$ cat config.mk
export PLATFORM = sky130hd
export DESIGN_NAME = dap_transfer_sequencer
export DESIGN_NICKNAME = d
export VERILOG_FILES = /design/src/hw/rtl/dts_pkg.sv /design/src/hw/rtl/dts_front.sv /design/src/hw/rtl/dts_engine.sv /design/src/hw/rtl/dap_transfer_sequencer.sv
export SDC_FILE = /design/constraint.sdc
export NUM_CORES = 1
export LEC_CHECK = 0
export ABC_AREA = 1
export BUFFER_PORTS_ARGS = -buffer_cell sky130_fd_sc_hd__buf_2
export CORE_ASPECT_RATIO = 0.5
export CORE_MARGIN = 1
export CORE_UTILIZATION = 37
export CTS_CLUSTER_DIAMETER = 60
export DETAILED_ROUTE_END_ITERATION = 16
export PLACE_DENSITY = 0.59
export SLEW_MARGIN = 20
export SYNTH_ARGS = -nofsm -noshare
export SYNTH_HDL_FRONTEND = slang
export SYNTH_SLANG_ARGS = --single-unit
export TNS_END_PERCENT = 20
$ cat constraint.sdc
create_clock -name aclk -period 4.7 [get_ports aclk]
set_input_delay 0 -clock aclk [delete_from_list [all_inputs] [get_ports aclk]]
set_output_delay 0 -clock aclk [all_outputs]
set_load 0.01 [all_outputs]
$ cat src/hw/rtl/dts_pkg.sv
// ----------------------------------------------------------------------------
// dts_pkg: shared types and constants of the transfer sequencer
// Item codes, result flags and the decoded item and result records.
// ----------------------------------------------------------------------------
package dts_pkg;

    localparam int RetryWidth = 16;

    localparam logic [1:0] OP_BEGIN    = 2'd0;
    localparam logic [1:0] OP_TRANSFER = 2'd1;
    localparam logic [1:0] OP_COMPLETE = 2'd2;
    localparam logic [1:0] OP_NONE     = 2'd3;

    localparam logic [1:0] KIND_REQ  = 2'd0;
    localparam logic [1:0] KIND_READ = 2'd1;
    localparam logic [1:0] KIND_DONE = 2'd2;

    localparam logic [1:0] ACK_NONE  = 2'd0;
    localparam logic [1:0] ACK_OK    = 2'd1;
    localparam logic [1:0] ACK_WAIT  = 2'd2;
    localparam logic [1:0] ACK_FAULT = 2'd3;

    localparam logic [1:0] ERR_NONE    = 2'd0;
    localparam logic [1:0] ERR_TIMEOUT = 2'd1;

    localparam logic [4:0] FL_OK       = 5'h01;
    localparam logic [4:0] FL_WAIT     = 5'h02;
    localparam logic [4:0] FL_FAULT    = 5'h04;
    localparam logic [4:0] FL_ERROR    = 5'h08;
    localparam logic [4:0] FL_MISMATCH = 5'h10;

    localparam logic [7:0] RDBUFF_ADDR = 8'h0C;

    localparam int QueueDepth = 4;
    localparam int QueuePtrW  = 2;

    typedef struct packed {
        logic [1:0]            op;
        logic                  req_ap;
        logic                  req_read;
        logic                  req_match;
        logic                  req_set_mask;
        logic [7:0]            addr;
        logic [31:0]           word;
        logic [RetryWidth-1:0] wait_retries;
        logic [RetryWidth-1:0] match_retries;
        logic                  last_transfer;
        logic [1:0]            bus_ack;
        logic [1:0]            bus_error;
    } item_t;

    typedef struct packed {
        logic [1:0]  kind;
        logic        bus_is_ap;
        logic        bus_read;
        logic [7:0]  bus_addr;
        logic [31:0] data_word;
        logic [7:0]  completed;
        logic [4:0]  status_flags;
        logic [1:0]  final_ack;
        logic        last;
    } result_t;

    function automatic logic [4:0] ack_flags(input logic [1:0] ack, input logic [1:0] err);
        logic [4:0] f;
        if (ack == ACK_WAIT) f = FL_WAIT;
        else if (ack == ACK_FAULT) f = FL_FAULT;
        else if (err != ERR_NONE) f = FL_ERROR;
        else f = FL_OK;
        return f;
    endfunction

endpackage

$ cat src/hw/rtl/dts_front.sv
// ----------------------------------------------------------------------------
// dts_front: input stage
// Accepts items, drops unused op codes and queues the rest for the engine.
// ----------------------------------------------------------------------------
module dts_front (
    input  logic            aclk,
    input  logic            aresetn,
    input  logic            in_valid,
    output logic            in_ready,
    input  dts_pkg::item_t  in_item,
    output logic            q_valid,
    input  logic            q_ready,
    output dts_pkg::item_t  q_item
);
    dts_pkg::item_t mem [dts_pkg::QueueDepth];
    logic [dts_pkg::QueuePtrW-1:0] wr_ptr_reg, rd_ptr_reg;
    logic [dts_pkg::QueuePtrW:0]   count_reg, count_next;
    logic push, pop, useful;

    assign useful   = (in_item.op != dts_pkg::OP_NONE);
    assign in_ready = (count_reg != (dts_pkg::QueuePtrW+1)'(dts_pkg::QueueDepth));
    assign push     = in_valid && in_ready && useful;
    assign pop      = q_valid && q_ready;
    assign q_valid  = (count_reg != '0);
    assign q_item   = mem[rd_ptr_reg];

    always_comb begin
        count_next = count_reg;
        if (push && !pop) count_next = count_reg + 1'b1;
        else if (!push && pop) count_next = count_reg - 1'b1;
    end

    always_ff @(posedge aclk) begin
        if (push) mem[wr_ptr_reg] <= in_item;
    end

    always_ff @(posedge aclk) begin
        if (!aresetn) begin
            wr_ptr_reg <= '0;
            rd_ptr_reg <= '0;
            count_reg  <= '0;
        end else begin
            if (push) wr_ptr_reg <= wr_ptr_reg + 1'b1;
            if (pop) rd_ptr_reg <= rd_ptr_reg + 1'b1;
            count_reg <= count_next;
        end
    end
endmodule

$ cat src/hw/rtl/dts_engine.sv
// ----------------------------------------------------------------------------
// dts_engine: transfer engine
// Runs the sequence state machine on one queued item per cycle while its
// two-entry output buffer drains, and sends up to two results through it.
// ----------------------------------------------------------------------------
module dts_engine (
    input  logic             aclk,
    input  logic             aresetn,
    input  logic             q_valid,
    output logic             q_ready,
    input  dts_pkg::item_t   q_item,
    output logic             out_valid,
    input  logic             out_ready,
    output dts_pkg::result_t out_data
);
    localparam logic [1:0] PH_IDLE  = 2'd0;
    localparam logic [1:0] PH_READY = 2'd1;
    localparam logic [1:0] PH_BUSY  = 2'd2;
    localparam logic [1:0] PH_CHECK = 2'd3;
    localparam int RW = dts_pkg::RetryWidth;

    logic [1:0]  phase_reg, phase_next;
    logic [31:0] mask_reg, mask_next;
    logic [RW-1:0] wait_limit_reg, wait_limit_next, match_limit_reg, match_limit_next;
    logic [RW-1:0] wait_left_reg, wait_left_next, match_left_reg, match_left_next;
    logic [7:0]  done_count_reg, done_count_next;
    dts_pkg::item_t cur_reg, cur_next;

    dts_pkg::result_t slot_reg [2];
    logic [1:0] cnt_reg;
    dts_pkg::result_t r0, r1, req_res, done_res;
    logic [1:0] nres;
    logic [1:0] ack;
    logic [4:0] fin_flags;
    logic [1:0] fin_ack;
    logic fin;
    logic pop, take;

    assign pop       = out_valid && out_ready;
    assign q_ready   = (cnt_reg == 2'd0) || (cnt_reg == 2'd1 && pop);
    assign take      = q_valid && q_ready;
    assign out_valid = (cnt_reg != 2'd0);
    assign out_data  = slot_reg[0];
    assign ack       = (q_item.bus_ack == dts_pkg::ACK_NONE) ? dts_pkg::ACK_FAULT
                                                              : q_item.bus_ack;

    always_comb begin
        req_res           = '0;
        req_res.kind      = dts_pkg::KIND_REQ;
        req_res.bus_is_ap = cur_next.req_ap;
        req_res.bus_read  = cur_next.req_read;
        req_res.bus_addr  = cur_next.addr;
        req_res.data_word = cur_next.req_read ? 32'd0 : cur_next.word;
        req_res.last      = 1'b1;
    end

    always_comb begin
        phase_next       = phase_reg;
        mask_next        = mask_reg;
        wait_limit_next  = wait_limit_reg;
        match_limit_next = match_limit_reg;
        wait_left_next   = wait_left_reg;
        match_left_next  = match_left_reg;
        done_count_next  = done_count_reg;
        cur_next         = cur_reg;
        r0 = '0;
        r1 = '0;
        nres = 2'd0;
        fin = 1'b0;
        fin_flags = dts_pkg::FL_OK;
        fin_ack = dts_pkg::ACK_OK;
        unique case (q_item.op)
            dts_pkg::OP_BEGIN: begin
                mask_next        = q_item.word;
                wait_limit_next  = q_item.wait_retries;
                match_limit_next = q_item.match_retries;
                wait_left_next   = '0;
                match_left_next  = '0;
                done_count_next  = '0;
                phase_next       = PH_READY;
            end
            dts_pkg::OP_TRANSFER: begin
                if (phase_reg == PH_READY) begin
                    cur_next = q_item;
                    if (!q_item.req_read && q_item.req_set_mask) begin
                        mask_next = q_item.word;
                        done_count_next = done_count_reg + 8'd1;
                        fin = q_item.last_transfer;
                    end else begin
                        wait_left_next  = wait_limit_reg;
                        match_left_next = match_limit_reg;
                        phase_next = PH_BUSY;
                        r0 = req_res;
                        nres = 2'd1;
                    end
                end
            end
            dts_pkg::OP_COMPLETE: begin
                if (phase_reg == PH_CHECK) begin
                    fin = 1'b1;
                    fin_flags = dts_pkg::ack_flags(ack, q_item.bus_error);
                    fin_ack = ack;
                end else if (phase_reg == PH_BUSY) begin
                    if ((q_item.bus_ack == dts_pkg::ACK_WAIT
                         || q_item.bus_error == dts_pkg::ERR_TIMEOUT)
                        && wait_left_reg != '0) begin
                        wait_left_next = wait_left_reg - 1'b1;
                        r0 = req_res;
                        nres = 2'd1;
                    end else if (q_item.bus_error != dts_pkg::ERR_NONE
                                 || ack != dts_pkg::ACK_OK) begin
                        fin = 1'b1;
                        fin_flags = dts_pkg::ack_flags(ack, q_item.bus_error);
                        fin_ack = ack;
                    end else if (cur_reg.req_read) begin
                        if (cur_reg.req_match
                            && (q_item.word & mask_reg) != cur_reg.word) begin
                            if (match_left_reg == '0) begin
                                fin = 1'b1;
                                fin_flags = dts_pkg::FL_MISMATCH;
                            end else begin
                                match_left_next = match_left_reg - 1'b1;
                                wait_left_next = wait_limit_reg;
                                r0 = req_res;
                                nres = 2'd1;
                            end
                        end else begin
                            done_count_next = done_count_reg + 8'd1;
                            r0.kind = dts_pkg::KIND_READ;
                            r0.data_word = q_item.word;
                            r0.last = !cur_reg.last_transfer;
                            nres = 2'd1;
                            if (cur_reg.last_transfer) fin = 1'b1;
                            else phase_next = PH_READY;
                        end
                    end else begin
                        done_count_next = done_count_reg + 8'd1;
                        if (cur_reg.last_transfer) begin
                            phase_next = PH_CHECK;
                            r0.kind = dts_pkg::KIND_REQ;
                            r0.bus_read = 1'b1;
                            r0.bus_addr = dts_pkg::RDBUFF_ADDR;
                            r0.last = 1'b1;
                            nres = 2'd1;
                        end else begin
                            phase_next = PH_READY;
                        end
                    end
                end
            end
            default: ;
        endcase
        done_res = '0;
        done_res.kind = dts_pkg::KIND_DONE;
        done_res.completed = done_count_next;
        done_res.status_flags = fin_flags;
        done_res.final_ack = fin_ack;
        done_res.last = 1'b1;
        if (fin) begin
            phase_next = PH_IDLE;
            if (nres == 2'd0) r0 = done_res;
            else r1 = done_res;
            nres = nres + 2'd1;
        end
    end

    // two-slot buffer, head in slot 0; a take needs it empty or its only result leaving
    always_ff @(posedge aclk) begin
        if (!aresetn) begin
            cnt_reg <= 2'd0;
        end else begin
            if (take) cnt_reg <= nres;
            else if (pop) cnt_reg <= cnt_reg - 2'd1;
        end
    end

    always_ff @(posedge aclk) begin
        if (take) begin
            slot_reg[0] <= r0;
            slot_reg[1] <= r1;
        end else if (pop) begin
            slot_reg[0] <= slot_reg[1];
        end
    end

    always_ff @(posedge aclk) begin
        if (!aresetn) begin
            phase_reg       <= PH_IDLE;
            mask_reg        <= '0;
            wait_limit_reg  <= '0;
            match_limit_reg <= '0;
            wait_left_reg   <= '0;
            match_left_reg  <= '0;
            done_count_reg  <= '0;
            cur_reg         <= '0;
        end else if (take) begin
            phase_reg       <= phase_next;
            mask_reg        <= mask_next;
            wait_limit_reg  <= wait_limit_next;
            match_limit_reg <= match_limit_next;
            wait_left_reg   <= wait_left_next;
            match_left_reg  <= match_left_next;
            done_count_reg  <= done_count_next;
            cur_reg         <= cur_next;
        end
    end
endmodule

$ cat src/hw/rtl/dap_transfer_sequencer.sv
// ----------------------------------------------------------------------------
// dap_transfer_sequencer: serial wire debug transfer sequencer
// Top level: input queue feeding the transfer engine.
// ----------------------------------------------------------------------------
// Items enter a four-entry queue and the engine decides one item per cycle
// when not stalled, giving up to two results through a two-slot output
// buffer; with the result side ready the block sustains one item per clock
// while each item gives at most one result. The engine stalls while its
// output buffer holds two results, or one that is not leaving. The op code
// travels on s_tuser and the result kind on m_tuser; op code 3 items are
// dropped at the input. Field layouts are beside the ports.
module dap_transfer_sequencer (
    input  logic         aclk,
    input  logic         aresetn,
    input  logic         s_tvalid,
    output logic         s_tready,
    // req_ap[0], req_read[1], req_match[2], req_set_mask[3], addr[11:4],
    // word[43:12], wait_retries[59:44], match_retries[75:60], bus_ack[77:76],
    // bus_error[79:78]
    input  logic [79:0]  s_tdata,
    // op[1:0]
    input  logic [1:0]   s_tuser,
    input  logic         s_tlast,
    output logic         m_tvalid,
    input  logic         m_tready,
    // bus_is_ap[0], bus_read[1], bus_addr[9:2], data_word[41:10],
    // completed[49:42], status_flags[54:50], final_ack[56:55], zero fill to 64
    output logic [63:0]  m_tdata,
    // kind[1:0]
    output logic [1:0]   m_tuser,
    output logic         m_tlast
);
    dts_pkg::item_t   in_item, q_item;
    dts_pkg::result_t res;
    logic q_valid, q_ready;

    always_comb begin
        in_item.op            = s_tuser;
        in_item.req_ap        = s_tdata[0];
        in_item.req_read      = s_tdata[1];
        in_item.req_match     = s_tdata[2];
        in_item.req_set_mask  = s_tdata[3];
        in_item.addr          = s_tdata[11:4];
        in_item.word          = s_tdata[43:12];
        in_item.wait_retries  = s_tdata[44 +: dts_pkg::RetryWidth];
        in_item.match_retries = s_tdata[60 +: dts_pkg::RetryWidth];
        in_item.last_transfer = s_tlast;
        in_item.bus_ack       = s_tdata[77:76];
        in_item.bus_error     = s_tdata[79:78];
    end

    dts_front u_front (
        .aclk(aclk), .aresetn(aresetn),
        .in_valid(s_tvalid), .in_ready(s_tready), .in_item(in_item),
        .q_valid(q_valid), .q_ready(q_ready), .q_item(q_item)
    );

    dts_engine u_engine (
        .aclk(aclk), .aresetn(aresetn),
        .q_valid(q_valid), .q_ready(q_ready), .q_item(q_item),
        .out_valid(m_tvalid), .out_ready(m_tready), .out_data(res)
    );

    assign m_tdata = {7'd0, res.final_ack, res.status_flags, res.completed,
                      res.data_word, res.bus_addr, res.bus_read, res.bus_is_ap};
    assign m_tuser = res.kind;
    assign m_tlast = res.last;

    a_done_last: assert property (@(posedge aclk) disable iff (!aresetn)
        (m_tvalid && m_tuser == dts_pkg::KIND_DONE) |-> m_tlast)
        else $error("done result without last");
    a_flags_onehot: assert property (@(posedge aclk) disable iff (!aresetn)
        (m_tvalid && m_tuser == dts_pkg::KIND_DONE) |-> $onehot(m_tdata[54:50]))
        else $error("done flags not one-hot");
    a_req_noflags: assert property (@(posedge aclk) disable iff (!aresetn)
        (m_tvalid && m_tuser != dts_pkg::KIND_DONE) |-> (m_tdata[56:42] == '0))
        else $error("status fields set on non-done result");
endmodule

After elaboration in Yosys (flattened, before gate mapping):

Memory sizes are Yosys's and may differ from the RTL's. A register that Yosys moved wholly into a read port is not among the register bits.
Index checks and enable logic that the tools add are counted.

* memories kept: 2
* memory bits (writable): 452
* bits of input ports: 87
* register bits: 196

* reductions and logical operators: 37
* muxes and demuxes: 124
* equal/unequal tests: 36
* add/sub/neg operators: 9
* bitwise logic cells: 2

Memories
* u_front.mem: words 4, bits a word 83, read ports 1, clocked after Yosys merged registers in 1, write ports 1, RTL line dts_front.sv:15 `dts_pkg::item_t mem [dts_pkg::QueueDepth];`
* u_engine.slot_reg: words 2, bits a word 60, read ports 2, clocked after Yosys merged registers in 0, write ports 2, RTL line dts_engine.sv:29 `dts_pkg::result_t slot_reg [2];`

Operators with widths (count)
* 2-to-1 mux 60 bit: 10
* 2-to-1 mux 16 bit: 18
* 2-to-1 mux 81 bit: 2
* 2-to-1 mux 32 bit: 4
* case mux 60 bit (2 select lines): 1
* 2-to-1 mux 58 bit: 2
* case mux 16 bit (3 select lines): 2
* 2-to-1 mux 8 bit: 8
* case mux 32 bit (2 select lines): 1
* 2-to-1 mux 2 bit: 28
* 2-to-1 mux 47 bit: 1
* 2-to-1 mux 5 bit: 9
* bitwise AND 32 bit: 1
* != test 32 bit: 1
* subtractor 16 x 1 -> 16 bit, second input constant: 2
* 2-to-1 mux 1 bit: 26
* case mux 8 bit (3 select lines): 1
* AND reduction 10 bit: 2
* 2-to-1 mux 9 bit: 2
* != test 3 x 2 -> 1 bit, second input constant: 6
* zero test 16 bit: 1
* nonzero test 16 bit: 1
* 2-to-1 mux 15 bit: 1
* == test 2 bit, second input constant: 6
* other kinds (29): 72

Depth between registers and ports, before layout:

Gate-level depths: netlist of the first run.

* depth in word-level cells: 15
* mapped depth: 27

Cells and area by module:

Synthesis of the first run repeated with hierarchy kept, for this count alone.

* cell total of the unflattened synthesis: 2647
* area, all modules: 25413.1 sq um

Modules (own cells, without submodules)
* dts_front: area an instance 12784.8 sq um, instances 1, cells each 873, sequential area each 10149.7 sq um
* dts_engine: area an instance 12572.1 sq um, instances 1, cells each 1766, sequential area each 5325.1 sq um
* dap_transfer_sequencer: area an instance 56.3 sq um, instances 1, cells each 8, sequential area each 0.0 sq um

Worst setup path after synthesis of the first run:

Ideal clock, no wire load.

* kind: flip-flop to flip-flop
* start point: reg u_front.count_reg[0] (netlist bit)
* end point: mem u_front.mem[0][0] (netlist bit), enable pin
* arrival: 4.296 ns
* setup time: 0.525 ns
* slack: -0.121 ns
* cell stages (with the launch flop): 6
* clock period less this slack: 4.821 ns
* path through: dfxtp_1 -> nor2_1 -> nand2_1 -> and2_1 -> inv_1 -> nor2_1

* longest elaborated chain between the ends: 5

RTL lines
* start, declared: RTL line dts_front.sv:17 `logic [dts_pkg::QueuePtrW:0] count_reg, count_next;`
* start signal, assigned: RTL line dts_front.sv:45 `count_reg <= count_next;`
* != test 3 bit: RTL line dts_front.sv:21 `assign in_ready = (count_reg != (dts_pkg::QueuePtrW+1)'(dts_pkg::QueueDepth));`
* named net s_tready: RTL line dap_transfer_sequencer.sv:16 `output logic s_tready,`
* logical AND 1 bit (2 in series): RTL line dts_front.sv:22 `assign push = in_valid && in_ready && useful;`
* named net u_front.push: RTL line dts_front.sv:18 `logic push, pop, useful;`
* 2-to-1 mux 1 bit: RTL line dts_front.sv:34 `if (push) mem[wr_ptr_reg] <= in_item;`
* 2-to-1 mux 1 bit (implied by the code): RTL line dts_front.sv:34
* end, declared: RTL line dts_front.sv:15

The timed path passes the listed nets, and every way through them passes these cells.

==> flow_summary.json, run 1 <==
{
  "cp.required_ns": 5.24,
  "hold_ws_ns": 0.0485,
  "cts_setup_buffers": 0,
  "grt_pass1_vias": 18500,
  "row_count": 67,
  "arrival_ns": 4.67,
  "place_congestion": 0.839,
  "track_usage_pct": 18.7,
  "nets": 2892,
  "hold_viol": 0,
  "drv_slew": 0,
  "ant_nets": 0,
  "p_leak_nw": 10.9,
  "path_clk_slew_ns": 0.06,
  "ys_warn_count": 0,
  "crit_type": "reg2reg",
  "final-setup-viol-count": 0,
  "cts_root_buf": "clkbuf_16",
  "grt_max_degree": 79,
  "synth_area_leaders": "edfxtp_1 48%, dfxtp_1 13%, nand2_1 6.2%",
  "netSwitchingFraction_pct": 40.0,
  "vias": 19200,
  "p_sw_mw": 7.38,
  "synth_ff_type": "edfxtp_1",
  "seq_power_share_pct": 37.5,
  "drive_gt1_share_pct": 12.0,
  "wl_um": 65500,
  "numCtsBuffers": 54,
  "syn_avg_cell_area_um2": 9.76,
  "relSlewSlack_pct": 28.5,
  "drv_cap": 0,
  "postSynthCellCount": 2590,
  "fin_skew_ns": 0.0272,
  "slowest_stage": "nor2_2",
  "cts_max_path_buffers": 3,
  "post-dp-hpwl_um": 40400,
  "viasPerCell": 5.15,
  "fin_util_pct": 44.1,
  "mappedNetlistArea_um2": 25300,
  "die_h_um": 187,
  "outcome": "completed",
  "cp_max_fo": 30,
  "dr.pass1.iters": 5,
  "yosysTopAreaCellShare_pct": 48.5,
  "diodes": 0,
  "hp-class": "in2reg",
  "largest_reg_flops": 332,
  "powerDensity_nw_per_um2": 622,
  "die_area_um2": 69500,
  "core_area_um2": 67200,
  "htree_levels": 2,
  "cts_tree": "built",
  "peakVddDrop_mv": 0.385,
  "syn2layout_area_growth_pct": 17.3,
  "r2r_setup_slack_ns": 0.57,
  "io_buffers": 148,
  "antenna_found_initial": 0,
  "die_w_um": 372,
  "final.period_utilization_pct": 87.8,
  "clk_latency_ns": 0.62,
  "synth-async-reset-ratio_pct": 0,
  "path_delay_family": "simple AND/OR/NAND/NOR gates",
  "rsz0062_at_grt": "false",
  "grt_pass1_wl_um": 103000,
  "ys_ff_latch": 569,
  "p_clk_share_pct": 24.8,
  "synth_cell_types": 54,
  "startpoint_type": "register",
  "setup-tns-final_ns": 0,
  "synth_largest_area_cell": "edfxtp_1",
  "placedCellCount": 3538,
  "cp.buffers_inverters": 5,
  "synth_edf_count": 408,
  "p_comb_share_pct": 37.8,
  "wl_per_cell_um": 17.6,
  "clock-sinks": 569,
  "drt_iter0_drc": 1471,
  "io_pins": 156,
  "ys_seq_area_share_pct": 61.2,
  "cp_cell_sequence": "inv_4 > nand2_1 > a32oi_1 > ha_1 > inv_2 > nor2_2 > inv_2 > nor2_2 > a21oi_1 > nor2_1 > ha_1 > inv_1 > o221ai_1 > nand2_1 > inv_1",
  "timing.fmax_mhz": 242,
  "cp_slowest_stage_delay_ns": 0.68,
  "final_cells": 3724,
  "drc": 0,
  "initial_core_util_pct": 37.6,
  "grt_remaining_overflow": 0,
  "min_period_ns": 4.13,
  "endpoint_kind": "register",
  "internal-power_mw": 11.1,
  "worstMarginPinSlew_ns": 1.07
}
-- logic make-up after synthesis --
group                    Yosys count  synth area share (%)
other                              1                0.0148
adder cells (fa/ha/maj)           23                  1.17
buffers and inverters            356                  5.93
AND/OR/NAND/NOR                  955                  15.8
flip-flops                       569                  61.2
XOR/XNOR                          20                 0.693
AO/OA/AOI/OAI                    666                  15.2
-- power by group through the flow --
stage                     clock [mW]  sequential [mW]  combinational, mW
after floorplan                    0             7.01               4.73
after global placement             0             7.00               6.82
after detailed placement           0             7.02               6.90
after CTS                       4.67             6.92               6.99
after global routing            4.89             7.02               7.79
final                           4.58             6.92               6.97
-- layout make-up --
class	count	area [µm²]
inverters	202	761
clock inverters	33	407
multi-input cells	1671	8380
fillers	6380	37600
clock buffers	68	1460
repair buffers	284	2060
well taps	897	1120
flip-flops and latches	569	15500
-- synth_stat cells (8+ instances only) --
cell and number:
o21a_1 30, a32o_1 10, inv_1 176, nand3_1 156, xor2_1 13, a211oi_1 51
o21ai_1 8, a21oi_1 167, nand2_1 419, o21ai_0 282, buf_2 23, edfxtp_1 408
inv_2 17, clkinv_1 8, and2_1 17, nor3_1 18, a22oi_1 32, o22ai_1 51
dfxtp_1 161, ha_1 22, buf_4 21, nor2_1 300, clkbuf_1 96, nand4_1 21
-- worst paths after layout --
| path | startpoint | end | cells after the start |
|---|---|---|---|
| max | register | u_engine.cnt_reg[1] | 15 |
| min | m_tready | u_engine.cnt_reg[1] | 8 |
| max reg2reg | register | u_engine.cnt_reg[1] | 15 |
| min reg2reg | u_front.rd_ptr_reg[1] | register | 2 |
-- metrics by stage --
stage	total power, mW	cell area [µm²]	worst slack [ns]
final	18.5	29700	0.575
after global routing	19.7	29700	0.311
after CTS	18.6	29700	0.650
after detailed placement	13.9	26900	0.680
after global placement	13.8	26900	0.762
after floorplan	11.7	25300	-0.121
-- layer usage --
layer  vias to the layer above  wire length, µm  global-route usage, %
met2                       437            32100                   32.2
met4                         0             1670                   5.83
met5                         -                0                      0
li1                       9414                -                      -
met3                       111             2990                   2.49
met1                      9212            28700                   24.4
-- worst reg2reg max path: stages (launching register included) --
cell,delay (ns)
dfxtp_4,0.45
inv_4,0.29
nand2_1,0.09
a32oi_1,0.36
ha_1,0.26
inv_2,0.06
nor2_2,0.41
inv_2,0.13
nor2_2,0.68
a21oi_1,0.22
nor2_1,0.23
ha_1,0.23
inv_1,0.23
o221ai_1,0.26
nand2_1,0.08
inv_1,0.07
-- layout by cell type (no fill, tap or decap), drive strengths merged, types with 26 or more instances in the layout --
cell,netlist,layout
a21oi,168,168
nand2,426,426
clkbuf,96,68
nand3,158,158
clkinv,8,26
a211oi,51,51
a22oi,32,32
inv,194,197
o21ai,297,297
buf,58,199
nor2,303,303
o22ai,51,51
edfxtp,408,408
dlygate4sd3,0,85
dfxtp,161,161
o21a,30,30
-- repair_timing --
item / 4_1_cts / 5_1_grt
endpoints found under the hold margin: 361 / 0
gates resized for setup: 0 / 0
hold buffers: 85 / 0
(Power assumes the default switching activity.)
==> run 2: changes to the inputs <==
==> constraint.sdc (replaced) <==
create_clock -name aclk -period 3.59 [get_ports aclk]
set_input_delay 0.359 -clock aclk [delete_from_list [all_inputs] [get_ports aclk]]
set_output_delay 0.359 -clock aclk [all_outputs]
set_load 0.01 [all_outputs]
==> flow_summary.json, run 2 (synthesized netlist as in run 1, its figures left out) <==
{
  "placedCellCount": 3571,
  "p_leak_nw": 11.1,
  "hold_viol": 0,
  "hp-class": "in2reg",
  "r2r_setup_slack_ns": 0.29,
  "final-setup-viol-count": 0,
  "mostFrequentLayoutCells": "419 x nand2_1, 408 x edfxtp_1, 291 x nor2_1",
  "final_common_cell": "nand2_1",
  "clk_latency_ns": 0.63,
  "place_congestion": 0.912,
  "relSlewSlack_pct": 35.6,
  "io_buffers": 148,
  "timing.fmax_mhz": 303,
  "reg2reg_to": "u_engine.match_left_reg[4]",
  "endpoint_kind": "register",
  "ant_nets": 0,
  "powerDensity_nw_per_um2": 821,
  "final.period_utilization_pct": 92.0,
  "nets": 2923,
  "fin_skew_ns": 0.0308,
  "grt_pass1_wl_um": 104000,
  "drive_gt1_share_pct": 13.0,
  "syn2layout_area_growth_pct": 18.9,
  "antenna_found_initial": 1,
  "worstRegToRegCells": 14,
  "cp_max_fo": 33,
  "final_cells": 3756,
  "crit_type": "reg2reg",
  "cts_root_buf": "clkbuf_16",
  "drv_slew": 0,
  "drt_iter0_drc": 1662,
  "clock-sinks": 569,
  "die_h_um": 187,
  "row_count": 67,
  "grt_max_degree": 84,
  "fin_util_pct": 44.7,
  "cts_tree": "built",
  "core_area_um2": 67200,
  "drc": 0,
  "cp.required_ns": 4.09,
  "cts_max_path_buffers": 3,
  "post-dp-hpwl_um": 42000,
  "arrival_ns": 3.80,
  "hold_end": "u_front.wr_ptr_reg[0]",
  "viasPerCell": 5.14,
  "wl_um": 66500,
  "dr.pass1.iters": 5,
  "power_mw": 24.7,
  "grt_pass1_vias": 18700,
  "grt_remaining_overflow": 0,
  "die_area_um2": 69500,
  "startpoint_type": "register",
  "htree_levels": 2,
  "track_usage_pct": 18.9,
  "setup-tns-final_ns": 0,
  "numCtsBuffers": 53,
  "worstHoldStart": "s_tvalid",
  "io_pins": 156,
  "largest_reg_flops": 332,
  "rsz0062_at_grt": "false",
  "vias": 19300,
  "worstMarginPinSlew_ns": 0.966,
  "path_clk_slew_ns": 0.06,
  "die_w_um": 372,
  "peakVddDrop_mv": 0.550,
  "drv_cap": 0,
  "wl_per_cell_um": 17.7,
  "outcome": "completed",
  "min_period_ns": 3.30,
  "initial_core_util_pct": 37.6,
  "whs_path_depth": 4
}
[run 2: worst max path at each step]
| stage | end | start | depth (start not counted) |
|---|---|---|---|
| after detailed placement | u_engine.slot_reg[1][9] | register | 22 |
| final | u_engine.match_left_reg[4] | register | 14 |
| after global placement | u_engine.slot_reg[1][9] | register | 22 |
| after CTS | u_engine.slot_reg[1][12] | register | 22 |
| after global routing | u_engine.cnt_reg[0] | register | 23 |
| after floorplan | u_front.mem[0][0] | u_front.count_reg[0] | 5 |
[run 2: area by class of cell]
type,count,area [µm²]
Antenna cell,1,2.50
Clock buffer,68,1400
Clock inverter,32,392
Fill cell,6332,37200
Inverter,202,766
Multi-Input combinational cell,1671,8400
Sequential cell,569,15500
Tap cell,897,1120
Timing Repair Buffer,316,2500
[run 2: what timing repair did]
| action | in CTS | in global routing |
|---|---|---|
| buffers inserted | 0 | 0 |
| hold endpoints to repair | 332 | 0 |
| hold buffers | 83 | 0 |
| endpoints found under the setup margin | 0 | 72 |
| gates resized for setup | 0 | 16 |
[run 2: stage by stage]
stage	area, µm²	hold WS, ns	setup WS [ns]
after global placement	27400	0.451	0.224
final	30100	0.334	0.288
after detailed placement	27400	0.458	0.158
after global routing	30100	0.364	0.00731
after floorplan	25300	0.430	-1.23
after CTS	30000	0.298	0.122
[run 2: critical path, stage by stage (launching register included)]
cell      delay [ns]
dfxtp_4         0.37
buf_12          0.21
nand2_1         0.07
a32oi_1         0.43
inv_1           0.13
ha_1            0.22
buf_4           0.26
clkinv_1        0.10
buf_4           0.27
nor2_1          0.08
nor4_1          0.22
nand2_1         0.30
clkinv_1        0.27
o21ai_0         0.13
o211a_1         0.12
[run 2: report_power, final]
| group | switching, mW | internal [mW] |
|---|---|---|
| combinational | 6.75 | 3.07 |
| clock | 2.51 | 3.36 |
| sequential | 0.557 | 8.44 |
[run 2: layer usage]
metal	track usage, %	wire length, µm
met4	6.81	1910
met5	0	0
met2	31.9	32300
met3	2.96	3340
met1	24.6	28900
